`config.mk`:
```
export PLATFORM = sky130hd
export DESIGN_NAME = pooled_linked_list_manager_flat
export DESIGN_NICKNAME = d
export VERILOG_FILES = /design/src/rtl/core/pllm_pkg.sv /design/src/rtl/core/pllm_req_if.sv /design/src/rtl/core/pllm_rsp_if.sv /design/src/rtl/core/pooled_linked_list_manager.sv /design/src/rtl/core/pllm_dp.sv /design/src/rtl/core/pllm_ctrl.sv /design/src/flat_wrapper.sv
export SDC_FILE = /design/constraint.sdc
export NUM_CORES = 2
export LEC_CHECK = 0
export BUFFER_PORTS_ARGS = -buffer_cell sky130_fd_sc_hd__buf_4
export CELL_PAD_IN_SITES_DETAIL_PLACEMENT = 1
export CELL_PAD_IN_SITES_GLOBAL_PLACEMENT = 1
export CORE_ASPECT_RATIO = 1.5
export CORE_MARGIN = 2
export CORE_UTILIZATION = 48
export DETAILED_ROUTE_END_ITERATION = 6
export HOLD_SLACK_MARGIN = 0.15
export MAX_ROUTING_LAYER = met4
export PLACE_DENSITY = 0.67
export SYNTH_ARGS = -nofsm -noshare
export SYNTH_HDL_FRONTEND = slang
export SYNTH_SLANG_ARGS = --single-unit
export TNS_END_PERCENT = 30
```
`constraint.sdc`:
```
create_clock -name clk -period 7.3 [get_ports clk]
set_input_delay 0.365 -clock clk [delete_from_list [all_inputs] [get_ports clk]]
set_output_delay 0.365 -clock clk [all_outputs]
set_load 0.01 [all_outputs]
```
`src/rtl/core/pllm_pkg.sv`:
```
// Pooled linked list manager: shared types, sizes and operation codes.
// No dependencies; every other file in rtl/core imports this package.
package pllm_pkg;

  localparam int NODES  = 64;
  localparam int LISTS  = 8;
  localparam int ITEM_W = 32;
  localparam int IDX_W  = $clog2(NODES);
  localparam int PTR_W  = IDX_W + 1;
  localparam int LID_W  = 3;
  localparam int CNT_W  = 7;

  typedef logic [PTR_W-1:0]  ptr_t;
  typedef logic [IDX_W-1:0]  idx_t;
  typedef logic [ITEM_W-1:0] item_t;
  typedef logic [LID_W-1:0]  lid_t;
  typedef logic [CNT_W-1:0]  cnt_t;
  typedef logic [2:0]        flags_t;

  localparam ptr_t NIL = PTR_W'(NODES);

  localparam flags_t FL_USE    = 3'b001;
  localparam flags_t FL_BEFORE = 3'b010;
  localparam flags_t FL_AFTER  = 3'b100;

  localparam logic [3:0] MODE_CREATE  = 4'd0;
  localparam logic [3:0] MODE_COUNT   = 4'd1;
  localparam logic [3:0] MODE_FIRST   = 4'd2;
  localparam logic [3:0] MODE_LAST    = 4'd3;
  localparam logic [3:0] MODE_NEXT    = 4'd4;
  localparam logic [3:0] MODE_PREV    = 4'd5;
  localparam logic [3:0] MODE_CURRENT = 4'd6;
  localparam logic [3:0] MODE_ADD     = 4'd7;
  localparam logic [3:0] MODE_INSERT  = 4'd8;
  localparam logic [3:0] MODE_APPEND  = 4'd9;
  localparam logic [3:0] MODE_PREPEND = 4'd10;
  localparam logic [3:0] MODE_REMOVE  = 4'd11;
  localparam logic [3:0] MODE_TRIM    = 4'd12;
  localparam logic [3:0] MODE_CONCAT  = 4'd13;
  localparam logic [3:0] MODE_FREE    = 4'd14;

  localparam logic [1:0] ST_OK     = 2'd0;
  localparam logic [1:0] ST_POOL   = 2'd1;
  localparam logic [1:0] ST_NOLIST = 2'd2;

  typedef struct packed {
    ptr_t   head;
    ptr_t   tail;
    ptr_t   cur;
    cnt_t   size;
    flags_t flags;
  } head_t;

  localparam head_t HEAD_CLEAR = '{head: NIL, tail: NIL, cur: NIL, size: '0, flags: '0};

  // controller to datapath
  typedef struct packed {
    idx_t  nd_raddr;
    logic  val_we;
    idx_t  val_waddr;
    item_t val_wdata;
    logic  nxt_we;
    idx_t  nxt_waddr;
    ptr_t  nxt_wdata;
    logic  prv_we;
    idx_t  prv_waddr;
    ptr_t  prv_wdata;
    logic  stk_pop;
    logic  stk_push;
    idx_t  stk_wdata;
    lid_t  hd_raddr;
    logic  hd_we;
    lid_t  hd_waddr;
    head_t hd_wdata;
  } dp_cmd_t;

  // datapath to controller
  typedef struct packed {
    item_t            nd_val;
    ptr_t             nd_nxt;
    ptr_t             nd_prv;
    idx_t             stk_top;
    logic             stk_empty;
    head_t            hd_q;
    logic [LISTS-1:0] in_use;
  } dp_stat_t;

endpackage

```
`src/rtl/core/pllm_req_if.sv`:
```
// Request channel of the list manager: valid/ready plus one operation.
// Depends on pllm_pkg.
interface pllm_req_if import pllm_pkg::*; ();
  logic       valid;
  logic       ready;
  logic [3:0] mode;
  lid_t       list_id;
  lid_t       other_list;
  item_t      item;

  modport source (output valid, mode, list_id, other_list, item, input ready);
  modport sink   (input valid, mode, list_id, other_list, item, output ready);
endinterface

```
`src/rtl/core/pllm_rsp_if.sv`:
```
// Result channel of the list manager: valid/ready plus one result.
// Depends on pllm_pkg.
interface pllm_rsp_if import pllm_pkg::*; ();
  logic       valid;
  logic       ready;
  logic [1:0] status;
  item_t      item_out;
  logic       item_valid;
  lid_t       new_list;
  cnt_t       count;
  logic       last;

  modport source (output valid, status, item_out, item_valid, new_list, count, last,
                  input ready);
  modport sink   (input valid, status, item_out, item_valid, new_list, count, last,
                  output ready);
endinterface

```
`src/rtl/core/pooled_linked_list_manager.sv`:
```
// Top level of the pooled linked list manager: controller plus datapath.
// Depends on pllm_pkg, pllm_req_if, pllm_rsp_if, pllm_dp, pllm_ctrl.
//
//   channel | dir | payload
//   req     | in  | mode, list_id, other_list, item
//   rsp     | out | status, item_out, item_valid, new_list, count, last
//
// One operation at a time; the steps of each request are set by the
// dependent node and head memory accesses of the sequencer.
// Free gives one transfer per item.
// rst is synchronous; head table and free stack state are ready the cycle after.
// A stalled rsp holds the sequencer; a new request is taken while the last
// result of the previous one still waits in the output register.
module pooled_linked_list_manager import pllm_pkg::*; (
  input logic clk,
  input logic rst,
  pllm_req_if.sink   req,
  pllm_rsp_if.source rsp
);

  dp_cmd_t  cmd;
  dp_stat_t stat;

  pllm_ctrl u_ctrl (
    .clk  (clk),
    .rst  (rst),
    .req  (req),
    .rsp  (rsp),
    .cmd  (cmd),
    .stat (stat)
  );

  pllm_dp u_dp (
    .clk  (clk),
    .rst  (rst),
    .cmd  (cmd),
    .stat (stat)
  );

endmodule

```
`src/rtl/core/pllm_dp.sv`:
```
// Datapath: node memories, free node stack and list head table.
// Depends on pllm_pkg; driven by pllm_ctrl through dp_cmd_t.
module pllm_dp import pllm_pkg::*; (
  input  logic     clk,
  input  logic     rst,
  input  dp_cmd_t  cmd,
  output dp_stat_t stat
);

  item_t val_mem [NODES];
  ptr_t  nxt_mem [NODES];
  ptr_t  prv_mem [NODES];
  idx_t  stk_mem [NODES];
  logic [NODES-1:0] stk_vld;
  cnt_t  depth;
  head_t tbl [LISTS];
  idx_t  pop_idx;

  item_t            nd_val_q;
  ptr_t             nd_nxt_q;
  ptr_t             nd_prv_q;
  idx_t             stk_top_q;
  head_t            hd_q;
  logic [LISTS-1:0] in_use;

  always_ff @(posedge clk) begin
    if (cmd.val_we) val_mem[cmd.val_waddr] <= cmd.val_wdata;
    if (cmd.nxt_we) nxt_mem[cmd.nxt_waddr] <= cmd.nxt_wdata;
    if (cmd.prv_we) prv_mem[cmd.prv_waddr] <= cmd.prv_wdata;
    nd_val_q <= val_mem[cmd.nd_raddr];
    nd_nxt_q <= nxt_mem[cmd.nd_raddr];
    nd_prv_q <= prv_mem[cmd.nd_raddr];
  end

  assign pop_idx = idx_t'(depth - cnt_t'(1));

  // Untouched stack slots read as their reset contents.
  always_ff @(posedge clk) begin
    if (cmd.stk_pop && depth != '0)
      stk_top_q <= stk_vld[pop_idx] ? stk_mem[pop_idx] : idx_t'(NODES - 1) - pop_idx;
    if (cmd.stk_push && depth < cnt_t'(NODES))
      stk_mem[depth[IDX_W-1:0]] <= cmd.stk_wdata;
  end

  always_ff @(posedge clk) begin
    if (rst) begin
      depth   <= cnt_t'(NODES);
      stk_vld <= '0;
    end else if (cmd.stk_pop && depth != '0) begin
      depth <= depth - cnt_t'(1);
    end else if (cmd.stk_push && depth < cnt_t'(NODES)) begin
      depth                      <= depth + cnt_t'(1);
      stk_vld[depth[IDX_W-1:0]] <= 1'b1;
    end
  end

  always_ff @(posedge clk) begin
    if (rst) begin
      for (int i = 0; i < LISTS; i++) tbl[i] <= HEAD_CLEAR;
    end else if (cmd.hd_we) begin
      tbl[cmd.hd_waddr] <= cmd.hd_wdata;
    end
    hd_q <= tbl[cmd.hd_raddr];
  end

  always_comb begin
    for (int i = 0; i < LISTS; i++) in_use[i] = tbl[i].flags[0];
  end

  assign stat = '{nd_val: nd_val_q, nd_nxt: nd_nxt_q, nd_prv: nd_prv_q,
                  stk_top: stk_top_q, stk_empty: (depth == '0), hd_q: hd_q,
                  in_use: in_use};

endmodule

```
`src/rtl/core/pllm_ctrl.sv`:
```
// Controller: sequences each operation over the datapath and drives results.
// Depends on pllm_pkg, pllm_req_if, pllm_rsp_if.
module pllm_ctrl import pllm_pkg::*; (
  input  logic     clk,
  input  logic     rst,
  pllm_req_if.sink   req,
  pllm_rsp_if.source rsp,
  output dp_cmd_t  cmd,
  input  dp_stat_t stat
);

  typedef enum logic [4:0] {
    S_IDLE, S_START, S_OP, S_NXT, S_LOADV, S_GETV, S_ALLOC, S_PLACE1, S_PLACE2,
    S_RM2, S_RM3, S_CC2, S_CC3, S_CC4, S_FR0, S_FR1, S_FR2, S_FIN
  } state_t;

  state_t     state;
  logic [3:0] mode_r;
  lid_t       lid, mid_l;
  item_t      item_r;
  head_t      h, hm;
  ptr_t       p, q, n, t;
  item_t      v;
  logic       ok, wb, mid, lastf;
  logic [1:0] r_status;
  lid_t       r_new;
  cnt_t       r_cnt, left, k;

  logic       out_free;
  logic       rsp_load;
  logic       free_found;
  lid_t       free_lid;
  logic       is_add, is_next, mark_set, opp_set, front, back;
  ptr_t       endp, startp, newtail;

  assign out_free = !rsp.valid || rsp.ready;
  assign rsp_load = ((state == S_FIN) || (state == S_FR2)) && out_free;
  assign req.ready = (state == S_IDLE);

  always_comb begin
    free_found = 1'b0;
    free_lid   = '0;
    for (int i = LISTS - 1; i >= 0; i--) begin
      if (!stat.in_use[i]) begin
        free_found = 1'b1;
        free_lid   = lid_t'(i);
      end
    end
  end

  always_comb begin
    is_add   = (mode_r == MODE_ADD) || (mode_r == MODE_INSERT) ||
               (mode_r == MODE_APPEND) || (mode_r == MODE_PREPEND);
    is_next  = (mode_r == MODE_NEXT);
    mark_set = is_next ? h.flags[1] : h.flags[2];
    opp_set  = is_next ? h.flags[2] : h.flags[1];
    endp     = is_next ? h.tail : h.head;
    startp   = is_next ? h.head : h.tail;
    front    = (mode_r == MODE_PREPEND) || ((mode_r != MODE_APPEND) && h.flags[1]);
    back     = (mode_r == MODE_APPEND) || h.flags[2] || (h.cur == NIL);
    newtail  = (q == NIL) ? p : h.tail;
  end

  always_comb begin
    cmd = '0;
    cmd.hd_raddr = lid;
    cmd.hd_waddr = lid;
    cmd.hd_wdata = h;
    case (state)
      S_IDLE:  cmd.hd_raddr = req.list_id;
      S_START: begin
        if (mode_r == MODE_CREATE && free_found) begin
          cmd.hd_we    = 1'b1;
          cmd.hd_waddr = free_lid;
          cmd.hd_wdata = '{head: NIL, tail: NIL, cur: NIL, size: '0, flags: FL_USE};
        end
      end
      S_OP: begin
        cmd.hd_raddr = mid_l;
        cmd.nd_raddr = (mode_r == MODE_TRIM) ? h.tail[IDX_W-1:0] : h.cur[IDX_W-1:0];
        cmd.stk_pop  = is_add && !stat.stk_empty;
      end
      S_LOADV: cmd.nd_raddr = h.cur[IDX_W-1:0];
      S_PLACE1: begin
        cmd.val_we    = 1'b1;
        cmd.val_waddr = n[IDX_W-1:0];
        cmd.val_wdata = item_r;
        cmd.nxt_we    = 1'b1;
        cmd.nxt_waddr = n[IDX_W-1:0];
        cmd.nxt_wdata = q;
        cmd.prv_we    = 1'b1;
        cmd.prv_waddr = n[IDX_W-1:0];
        cmd.prv_wdata = p;
      end
      S_PLACE2: begin
        cmd.nxt_we    = (p != NIL);
        cmd.nxt_waddr = p[IDX_W-1:0];
        cmd.nxt_wdata = n;
        cmd.prv_we    = (q != NIL);
        cmd.prv_waddr = q[IDX_W-1:0];
        cmd.prv_wdata = n;
      end
      S_RM3: begin
        cmd.nxt_we    = (p != NIL);
        cmd.nxt_waddr = p[IDX_W-1:0];
        cmd.nxt_wdata = q;
        cmd.prv_we    = (q != NIL);
        cmd.prv_waddr = q[IDX_W-1:0];
        cmd.prv_wdata = p;
        cmd.stk_push  = 1'b1;
        cmd.stk_wdata = t[IDX_W-1:0];
      end
      S_CC3: begin
        // splice tail of the first list onto head of the second
        cmd.nxt_we    = (h.size != '0) && (hm.size != '0) && (h.tail != NIL);
        cmd.nxt_waddr = h.tail[IDX_W-1:0];
        cmd.nxt_wdata = hm.head;
        cmd.prv_we    = (h.size != '0) && (hm.size != '0) && (hm.head != NIL);
        cmd.prv_waddr = hm.head[IDX_W-1:0];
        cmd.prv_wdata = h.tail;
      end
      S_CC4: begin
        cmd.hd_we    = 1'b1;
        cmd.hd_waddr = mid_l;
        cmd.hd_wdata = HEAD_CLEAR;
      end
      S_FR0: cmd.nd_raddr = n[IDX_W-1:0];
      S_FR2: begin
        cmd.stk_push  = out_free;
        cmd.stk_wdata = n[IDX_W-1:0];
        cmd.hd_we     = out_free && lastf;
        cmd.hd_wdata  = HEAD_CLEAR;
      end
      S_FIN: cmd.hd_we = out_free && wb;
      default: ;
    endcase
  end

  always_ff @(posedge clk) begin
    if (rst) begin
      state     <= S_IDLE;
      rsp.valid <= 1'b0;
    end else begin
      if (rsp.ready && !rsp_load) rsp.valid <= 1'b0;
      case (state)
        S_IDLE: begin
          if (req.valid) begin
            mode_r <= req.mode;
            lid    <= req.list_id;
            mid_l  <= req.other_list;
            item_r <= req.item;
            state  <= S_START;
          end
        end
        S_START: begin
          h  <= stat.hd_q;
          ok <= 1'b0;
          v  <= '0;
          if (mode_r == MODE_CREATE) begin
            wb       <= 1'b0;
            r_status <= free_found ? ST_OK : ST_POOL;
            r_new    <= free_found ? free_lid : lid_t'(0);
            r_cnt    <= '0;
            state    <= S_FIN;
          end else if (mode_r > MODE_FREE) begin
            wb       <= 1'b0;
            r_status <= ST_OK;
            r_new    <= '0;
            r_cnt    <= stat.in_use[lid] ? stat.hd_q.size : cnt_t'(0);
            state    <= S_FIN;
          end else if (!stat.in_use[lid] ||
                       (mode_r == MODE_CONCAT && !stat.in_use[mid_l])) begin
            wb       <= 1'b0;
            r_status <= ST_NOLIST;
            r_new    <= '0;
            r_cnt    <= '0;
            state    <= S_FIN;
          end else begin
            wb       <= 1'b1;
            r_status <= ST_OK;
            r_new    <= '0;
            r_cnt    <= '0;
            state    <= S_OP;
          end
        end
        S_OP: begin
          case (mode_r)
            MODE_FIRST, MODE_LAST: begin
              h.cur   <= (mode_r == MODE_FIRST) ? h.head : h.tail;
              h.flags <= FL_USE;
              state   <= S_LOADV;
            end
            MODE_NEXT, MODE_PREV: begin
              if (mark_set) begin
                h.cur   <= startp;
                h.flags <= FL_USE;
                state   <= S_LOADV;
              end else if (opp_set || h.cur == NIL || h.cur == endp) begin
                h.cur   <= NIL;
                h.flags <= FL_USE | (is_next ? FL_AFTER : FL_BEFORE);
                state   <= S_LOADV;
              end else begin
                state <= S_NXT;
              end
            end
            MODE_CURRENT: state <= S_LOADV;
            MODE_ADD, MODE_INSERT, MODE_APPEND, MODE_PREPEND: begin
              if (stat.stk_empty) begin
                r_status <= ST_POOL;
                wb       <= 1'b0;
                r_cnt    <= h.size;
                state    <= S_FIN;
              end else begin
                mid   <= !front && !back;
                p     <= front ? NIL : h.tail;
                q     <= front ? h.head : NIL;
                state <= S_ALLOC;
              end
            end
            MODE_REMOVE: begin
              if (h.flags[1] || h.flags[2] || h.cur == NIL) state <= S_FIN;
              else begin
                t     <= h.cur;
                state <= S_RM2;
              end
            end
            MODE_TRIM: begin
              if (h.size == '0 || h.tail == NIL) state <= S_FIN;
              else begin
                t     <= h.tail;
                state <= S_RM2;
              end
            end
            MODE_CONCAT: state <= (lid != mid_l) ? S_CC2 : S_FIN;
            MODE_FREE: begin
              n     <= h.head;
              left  <= h.size;
              k     <= '0;
              state <= S_FR0;
            end
            default: state <= S_FIN;
          endcase
        end
        S_NXT: begin
          h.cur <= is_next ? stat.nd_nxt : stat.nd_prv;
          state <= S_LOADV;
        end
        S_LOADV: state <= (h.cur == NIL) ? S_FIN : S_GETV;
        S_GETV: begin
          v     <= stat.nd_val;
          ok    <= 1'b1;
          state <= S_FIN;
        end
        S_ALLOC: begin
          n <= PTR_W'(stat.stk_top);
          if (mid) begin
            if (mode_r == MODE_ADD) begin
              p <= h.cur;
              q <= stat.nd_nxt;
            end else begin
              p <= stat.nd_prv;
              q <= h.cur;
            end
          end
          state <= S_PLACE1;
        end
        S_PLACE1: state <= S_PLACE2;
        S_PLACE2: begin
          if (p == NIL) h.head <= n;
          if (q == NIL) h.tail <= n;
          h.size  <= h.size + cnt_t'(1);
          h.cur   <= n;
          h.flags <= h.flags & FL_USE;
          state   <= S_FIN;
        end
        S_RM2: begin
          p     <= stat.nd_prv;
          q     <= stat.nd_nxt;
          v     <= stat.nd_val;
          ok    <= 1'b1;
          state <= S_RM3;
        end
        S_RM3: begin
          if (p == NIL) h.head <= q;
          if (q == NIL) h.tail <= p;
          if (h.size != '0) h.size <= h.size - cnt_t'(1);
          if (mode_r == MODE_TRIM) begin
            h.cur   <= newtail;
            h.flags <= FL_USE;
          end else begin
            h.cur <= (q != NIL) ? q : newtail;
          end
          state <= S_FIN;
        end
        S_CC2: begin
          hm    <= stat.hd_q;
          state <= S_CC3;
        end
        S_CC3: begin
          if (h.size == '0) begin
            h <= '{head: hm.head, tail: hm.tail, cur: hm.cur, size: hm.size,
                   flags: FL_USE | (hm.flags & (FL_BEFORE | FL_AFTER))};
          end else if (hm.size != '0) begin
            h.tail <= hm.tail;
            h.size <= h.size + hm.size;
          end
          state <= S_CC4;
        end
        S_CC4: state <= S_FIN;
        S_FR0: begin
          if (n != NIL && left != '0) begin
            state <= S_FR1;
          end else begin
            h     <= HEAD_CLEAR;
            state <= S_FIN;
          end
        end
        S_FR1: begin
          v     <= stat.nd_val;
          q     <= stat.nd_nxt;
          left  <= left - cnt_t'(1);
          lastf <= (stat.nd_nxt == NIL) || (left == cnt_t'(1)) || (k == cnt_t'(NODES - 1));
          state <= S_FR2;
        end
        S_FR2: begin
          if (out_free) begin
            rsp.valid      <= 1'b1;
            rsp.status     <= ST_OK;
            rsp.item_out   <= v;
            rsp.item_valid <= 1'b1;
            rsp.new_list   <= '0;
            rsp.count      <= left;
            rsp.last       <= lastf;
            k              <= k + cnt_t'(1);
            n              <= q;
            state          <= lastf ? S_IDLE : S_FR0;
          end
        end
        S_FIN: begin
          if (out_free) begin
            rsp.valid      <= 1'b1;
            rsp.status     <= r_status;
            rsp.item_out   <= ok ? v : '0;
            rsp.item_valid <= ok;
            rsp.new_list   <= r_new;
            rsp.count      <= wb ? h.size : r_cnt;
            rsp.last       <= 1'b1;
            state          <= S_IDLE;
          end
        end
        default: state <= S_IDLE;
      endcase
    end
  end

endmodule

```
`src/flat_wrapper.sv`:
```
// flat-port wrapper written by rule: the top's interface ports become plain ports
module pooled_linked_list_manager_flat import pllm_pkg::*;
  (clk, rst, req_valid, req_mode, req_list_id, req_other_list, req_item, req_ready, rsp_valid, rsp_status, rsp_item_out, rsp_item_valid, rsp_new_list, rsp_count, rsp_last, rsp_ready);
  pllm_req_if req_i ();
  pllm_rsp_if rsp_i ();
  input logic clk;
  input logic rst;
  input wire logic [$bits(req_i.valid)-1:0] req_valid;
  input wire logic [$bits(req_i.mode)-1:0] req_mode;
  input wire logic [$bits(req_i.list_id)-1:0] req_list_id;
  input wire logic [$bits(req_i.other_list)-1:0] req_other_list;
  input wire logic [$bits(req_i.item)-1:0] req_item;
  output wire logic [$bits(req_i.ready)-1:0] req_ready;
  output wire logic [$bits(rsp_i.valid)-1:0] rsp_valid;
  output wire logic [$bits(rsp_i.status)-1:0] rsp_status;
  output wire logic [$bits(rsp_i.item_out)-1:0] rsp_item_out;
  output wire logic [$bits(rsp_i.item_valid)-1:0] rsp_item_valid;
  output wire logic [$bits(rsp_i.new_list)-1:0] rsp_new_list;
  output wire logic [$bits(rsp_i.count)-1:0] rsp_count;
  output wire logic [$bits(rsp_i.last)-1:0] rsp_last;
  input wire logic [$bits(rsp_i.ready)-1:0] rsp_ready;
  assign req_i.valid = req_valid;
  assign req_i.mode = req_mode;
  assign req_i.list_id = req_list_id;
  assign req_i.other_list = req_other_list;
  assign req_i.item = req_item;
  assign req_ready = req_i.ready;
  assign rsp_valid = rsp_i.valid;
  assign rsp_status = rsp_i.status;
  assign rsp_item_out = rsp_i.item_out;
  assign rsp_item_valid = rsp_i.item_valid;
  assign rsp_new_list = rsp_i.new_list;
  assign rsp_count = rsp_i.count;
  assign rsp_last = rsp_i.last;
  assign rsp_i.ready = rsp_ready;
  pooled_linked_list_manager u_core (.clk(clk), .rst(rst), .req(req_i), .rsp(rsp_i));
endmodule
```
Yosys cells after proc, flatten, opt, wreduce, memory -nomap -nowiden --
Memories as Yosys holds them, arrays and structs flattened. A register that Yosys moved wholly into a read port is not among the register bits. Cells that the tools add are included.
Operators by class: equal/unequal tests 65, bitwise operators 5, mux-type cells 170, reduce and logical (&&, ||, !) cells 97, order comparisons 7, $add $sub $neg 8
Operators by type and width (number):
- 7-bit 2-to-1 mux | 44
- 32-bit case mux with 2 select lines | 2
- 28-bit case mux with 4 select lines | 1
- 32-bit 2-to-1 mux | 3
- 7-bit case mux with 2 select lines | 6
- 5-bit case mux with 15 select lines | 1
- 14-bit case mux with 5 select lines | 1
- 64-bit OR | 1
- 7-bit case mux with 3 select lines | 3
- 31-bit 2-to-1 mux | 2
- 31-bit case mux with 2 select lines | 1
- 5-bit 2-to-1 mux | 12
- 3-bit 2-to-1 mux | 18
- 7-bit case mux with 7 select lines | 1
- 1-bit 2-to-1 mux | 41
- 5-bit by 4-bit == test with 1-bit output (second input constant) | 8
- 39-bit 2-to-1 mux | 1
- 7-bit == test (second input constant) | 5
- 35-bit 2-to-1 mux | 1
- 7-bit != test (second input constant) | 5
- 5-bit case mux with 7 select lines | 1
- 7-bit case mux with 5 select lines | 1
- 7-bit nonzero test | 5
- 31-bit OR reduction | 1
- 59 further kinds | 187
Storage, ports and cells: bits of input ports 46, memories 5, bits in writable memories 3576, word-level logic and storage cells 397, output and inout port bits 48, register bits after elaboration 322
Memories:
- u_core.u_dp.val_mem | words 64, bits a word 32, rd ports 1, clocked after Yosys merged registers in 1, wr ports 1, RTL line pllm_dp.sv:10 | item_t val_mem [NODES];
- u_core.u_dp.nxt_mem | words 64, bits a word 7, rd ports 1, clocked after Yosys merged registers in 1, wr ports 1, RTL line pllm_dp.sv:11 | ptr_t nxt_mem [NODES];
- u_core.u_dp.prv_mem | words 64, bits a word 7, rd ports 1, clocked after Yosys merged registers in 1, wr ports 1, RTL line pllm_dp.sv:12 | ptr_t prv_mem [NODES];
- u_core.u_dp.stk_mem | words 64, bits a word 6, rd ports 1, clocked after Yosys merged registers in 0, wr ports 1, RTL line pllm_dp.sv:13 | idx_t stk_mem [NODES];
- u_core.u_dp.tbl | words 8, bits a word 31, rd ports 9, clocked after Yosys merged registers in 1, wr ports 8, RTL line pllm_dp.sv:16 | head_t tbl [LISTS];

Depth between registers and ports, before layout --
An unclocked memory read counts as a cell.
depth in word-level cells 17, gate-level depth with buffers 15

By module --
From an unflattened synthesis, not the netlist that was laid out.
Second synthesis, totals: cell total of the unflattened synthesis 7636, area, all modules 156885.5 um^2
By module, submodules not included:
- pllm_dp | cells each 6373, instances 1, area an instance 143515.1 um^2
- pllm_ctrl | cells each 1263, instances 1, area an instance 13370.3 um^2

Worst setup path before layout --
No wires, ideal clock.
kind flip-flop to flip-flop, start point reg u_core.u_dp.depth[0], end point reg u_core.u_dp.stk_top_q[4], data pin, setup time 278 ps, path buffers 8, required time 7022 ps, setup slack 2605 ps, clock period less this slack 4695 ps, stages on the path, launching flop included 15, arrival time 4417 ps, cells stage by stage dfxtp_1 -> buf_2 -> clkbuf_1 -> buf_2 -> buf_2 -> clkinv_1 -> ha_1 -> clkbuf_1 -> clkbuf_1 -> clkbuf_1 -> clkbuf_1 -> mux4_2 -> mux4_2 -> mux2i_1 -> a31oi_1
On the way: longest elaborated chain between the ends 4
RTL lines:
- start: declaration | RTL line pllm_dp.sv:15 | cnt_t depth;
- start signal: assignment | RTL line pllm_dp.sv:47 | depth <= cnt_t'(NODES);
- start signal: assignment | RTL line pllm_dp.sv:50 | depth <= depth - cnt_t'(1);
- start signal: assignment | RTL line pllm_dp.sv:52 | depth <= depth + cnt_t'(1);
- 7-bit by 1-bit subtractor with 7-bit output (*)
- 1-bit binary-select mux with 6-bit select | RTL line pllm_dp.sv:40 | stk_top_q <= stk_vld[pop_idx] ? stk_mem[pop_idx] : idx_t'(NODES - 1) - pop_idx;
- 1-bit 2-to-1 mux (implied by the code) | RTL line pllm_dp.sv:40
- 6-bit 2-to-1 mux (*) | RTL line pllm_dp.sv:40
- end signal: assignment | RTL line pllm_dp.sv:40
- end: declaration | RTL line pllm_dp.sv:22 | idx_t stk_top_q;
Mark *: on every way between the ends. The rest lies on a longest branch, timed or not. The select of a mux whose other input is x is not followed. A chain may end at the register's enable or synchronous reset.

Final worst setup path --
start point reg u_core.u_ctrl.state[4], end point reg u_core.u_dp.nd_val_q[26], read port of u_core.u_dp.val_mem
On the way: longest elaborated chain between the ends 2
RTL lines:
- start: declaration | RTL line pllm_ctrl.sv:17 | state_t state;
- start signal: assignment | RTL line pllm_ctrl.sv:234 | MODE_CONCAT: state <= (lid != mid_l) ? S_CC2 : S_FIN;
- start signal: assignment | RTL line pllm_ctrl.sv:248 | S_LOADV: state <= (h.cur == NIL) ? S_FIN : S_GETV;
- 5-bit by 4-bit == test with 1-bit output, or another cell as far along | RTL line pllm_ctrl.sv:69 | case (state)
- 6-bit case mux with 3 select lines (*) | RTL line pllm_ctrl.sv:69
- end: declaration | RTL line pllm_dp.sv:19 | item_t nd_val_q;
Mark *: on every way between the ends. The rest lies on a longest branch, timed or not.

==> results.md <==
- The number of nets handed over by synthesis was 9828.
- Of the total synthesized cell area, the portion taken by AND, OR, NAND and NOR gates is 8.25%.
- The initial core utilization is 48.2%.
- The total of buffers placed on input and output ports is 93.
- At the end of routability-driven placement, the weighted congestion stood at 0.931.
- The number of register bits inferred by synthesis is 3974.
- The number of vias per cell is 6.36.
- The post-synthesis cell area is 158000 um^2.
- The overall die height is 706 um.
- The share of synthesized area occupied by flip-flops and latches is 74.8%.
- The clock insertion delay at the later pin of the skew report is 0.97 ns.
- The post-CTS clock slew at the launch and capture registers of the worst setup and hold paths is 0.07 ns.
- Tracing the worst setup path back leads to its startpoint at u_core.u_ctrl.state[4].
- The number of enable-type register cells in the synthesized netlist is 3820.
- The accumulated negative setup slack is 0 ns.
- Before antenna repair, the detailed router went through 7 iterations.
- By area, the combinational part of the netlist is dominated by multiplexers.
- The number of antenna violations at the first check in global routing came to 39.
- In the layout the commonest cells are sky130_fd_sc_hd__edfxtp_1, sky130_fd_sc_hd__nand2_1, sky130_fd_sc_hd__nor2_1, sky130_fd_sc_hd__mux4_2, sky130_fd_sc_hd__buf_4.
- The path class of the tightest hold or removal check is in -> reg.
- The post-synthesis instance total is 9763.
- From left edge to right edge, the die measures 472 um.
- The non-filler instance count after layout is 14797.
- The library cell used most frequently in the layout, excluding fill and tap cells, is sky130_fd_sc_hd__edfxtp_1.
- The number of buffers created by CTS is 376.
- The longest clock path from root to sink contains 4 buffers.
- The number of nets at the end of the flow is 10112.
- The floorplan has 257 rows.
- The worst-case IR drop observed on VDD is 0.468 mV.
- The worst clock skew is 0.0567 ns.
- The overall power consumption is 51.9 mW.
- The area inside the core boundary is 327000 um^2.
- The sum of net half-perimeters after detailed placement is 326000 um.
- Setup repair after global routing left no endpoint under its margin.
- The growth of design area from synthesis to finish is 13.3%.
- The most repeated library cell on the critical path is sky130_fd_sc_hd__buf_4.
- The synthesized-area fraction occupied by ao, oa, aoi and oai cells is 5.54%.
- The first global-routing pass estimated 737000 um of wire.
- The dominant register cell in the synthesized netlist is sky130_fd_sc_hd__edfxtp_1.
- The count of yosys warnings during synthesis is 0.
- The worst relative slew slack is -9.31%.
- After layout, the minimum clock period comes to 6.11 ns.
- The startpoint identified for the worst hold timing path is req_item[7].
- The required time of the critical path is 8.19 ns.
- The aggregate global routing overflow is 0.
- The detailed router finished its first iteration with 9619 violations.
- The critical register-to-register path startpoint is u_core.u_ctrl.state[4].
- Wires add up to 526000 um.
- The slack of the worst reg-to-reg path is 1.19 ns.
- The finished cells cover 179000 um^2.
- The flow ran to the end, but the final reports show violations.
- Synthesis instantiated 94 different standard cells from the library.
- Traced cell by cell, the critical path runs through or3_1 -> nor2_4 -> a21bo_4 -> buf_4 -> buf_4 -> nand2_1 -> a32oi_1 -> o22ai_1 -> nor4_1 -> or4_1.
- The power per unit of standard cell area is 290 nW/um^2.
- The nature of the critical path startpoint is a flop.
- The number of vias after detailed routing is 94066.
- Of the cells placed in the final design, the portion with a size suffix greater than 1 is 17.2%.
- Across the run, the number of max-cap violations was 3.
- The number of sinks driven by the clock tree is 3974.
- Setup violations remaining at the end of the flow were counted as 0.
- After detailed placement, the total cell area comes to 165000 um^2.
- The worst setup path category is reg -> reg.
- The final reports fail on DRC, capacitance limit, slew limit.
- After Yosys synthesis, full adders, half adders and majority gates account for 0.160% of the synthesized area.
- The final-layout fill cell count is 30076.
- The detailed-route DRC error count is 1.
- The root buffer cell chosen for the clock tree is sky130_fd_sc_hd__clkbuf_16.
- The pin slew with the least headroom to its limit is 1.62 ns.
- The arrival time of the worst setup path is 6.99 ns.
- The die covers 333000 um^2.
- The number of hold-slack violations in the final timing report came to 0.
- The count of cells resized by post-cts repair is 0.
- The area taken by multi-input logic gates is 37900 um^2.
- Global routing used 32.0% of the available tracks across all layers.
- The static leakage is 62.9 nW.
- Of all nets on the critical path, the largest fanout is 57.
- The portion of the clock cycle consumed by the worst path in the final layout is 83.7%.
- After detailed routing, the average wire length per cell comes to 35.5 um.
- The average size of a mapped cell is 16.1 um^2.
- The count of final max-slew check failures is 9.
- Once detail routing completed, the nets flagged for antenna violations numbered 0.
- The pin count of the biggest net entering global routing is 133.
- The highest clock frequency the design can meet is 164 MHz.
- During I/O placement, the number of pins put on the boundary was 94.
- The capturing element type of the critical path is a flop.
- The multiplexer share of the synthesized area is 9.26%.
- The via count of the first global-routing pass came to 98636.
- The largest single stage delay on the critical path is 1.36 ns.
- The cell count after placement is 13861.
- The flip-flop and latch area is 118000 um^2.
- The clock tree from TritonCTS is yes.
- Of all flip-flops after synthesis, the portion carrying an async set or reset was 0%.
- In this run the number of H-tree levels came out at 5.
- The cell with the biggest individual delay on the critical path is sky130_fd_sc_hd__nor4_1.
- The synthesized netlist devotes 0.217% of its cell area to XOR and XNOR gates.
-- registers in the layout, summed over array words and instances, names as in the netlist, 32 cells and up --
| signal | flops |
|---|---|
| u_core.u_ctrl.item_r | 32 |
| u_core.u_ctrl.rsp.item_out | 32 |
| u_core.u_dp.stk_mem | 384 |
| u_core.u_dp.tbl | 248 |
| u_core.u_dp.val_mem | 2048 |
| u_core.u_ctrl.v | 32 |
| u_core.u_dp.nxt_mem | 448 |
| u_core.u_dp.stk_vld | 64 |
| u_core.u_dp.nd_val_q | 32 |
| u_core.u_dp.prv_mem | 448 |
-- path summary, 6_finish.rpt --
| path | endpoint | depth (start not counted) |
|---|---|---|
| hold / removal | u_core.u_ctrl.item_r[7] | 2 |
| setup reg to reg | u_core.u_dp.nd_val_q[26] | 10 |
| hold reg to reg | u_core.u_dp.stk_vld[8] | 1 |
| setup / recovery | u_core.u_dp.nd_val_q[26] | 10 |
-- synthesized netlist by cell type (all sizes together), types with 106 or more instances --
cell	count	area (um^2)
a21oi	379	1900
a32oi	204	1790
and2	106	663
buf	339	1710
clkbuf	266	998
dfxtp	154	3080
edfxtp	3820	115000
mux2i	219	2220
mux4	519	11700
nand2	1588	5960
nand3	344	1720
nor2	663	2510
-- routing by layer --
| metal | share of wire (%) | GRT usage [%] |
|---|---|---|
| met3 | 5.9 | 3.95 |
| met4 | 8.1 | 21.5 |
| met1 | 34 | 34.4 |
| met2 | 52 | 55.2 |
| met5 | 0 | - |
-- power by group --
part	leakage (nW)	switching [mW]	internal, mW
sequential	42.9	0.624	25.3
clock	6.15	8.85	11.6
combinational	13.9	3.74	1.82
-- critical path, delay by kind of cell (launching register included) --
family	cells	cell delay [ns]
and+or+nand+nor	5	3.09
buffers and inverters	2	1.39
AOI/OAI and AO/OA	3	0.83
DFF	1	0.57
-- metrics by stage --
stage	utilization (%)	hold slack, ns	setup slack [ns]
finish	54.7	0.200	1.19
global route	54.7	0.185	1.19
CTS	54.5	0.153	1.41
detailed placement	50.4	0.445	1.46
global placement	50.4	0.424	0.419
floorplan	-	0.407	2.60
-- repair_timing --
action	4_1_cts	5_1_grt
setup buffers	0	0
endpoints found under the hold margin	87	0
hold buffers	80	0
-- cells by family (layout without fill, tap and decap cells) --
| group | count (synthesis) | in the layout |
|---|---|---|
| xor+xnor | 39 | 39 |
| compound gates | 1249 | 1249 |
| mux | 799 | 799 |
| fa+ha+maj | 19 | 19 |
| other cells | 0 | 159 |
| simple gates | 3037 | 3037 |
| buf+inv | 646 | 1248 |
| flops | 3974 | 3974 |
-- final cells by class --
class	count	area share, %
multi-input combinational	5143	21.2
timing repair buffer	511	2.44
inverter	41	0.0862
antenna	159	0.223
tap	4273	2.99
clock inverter	214	1.33
clock buffer	482	5.74
sequential	3974	66.0
(Power assumes the default switching activity.)
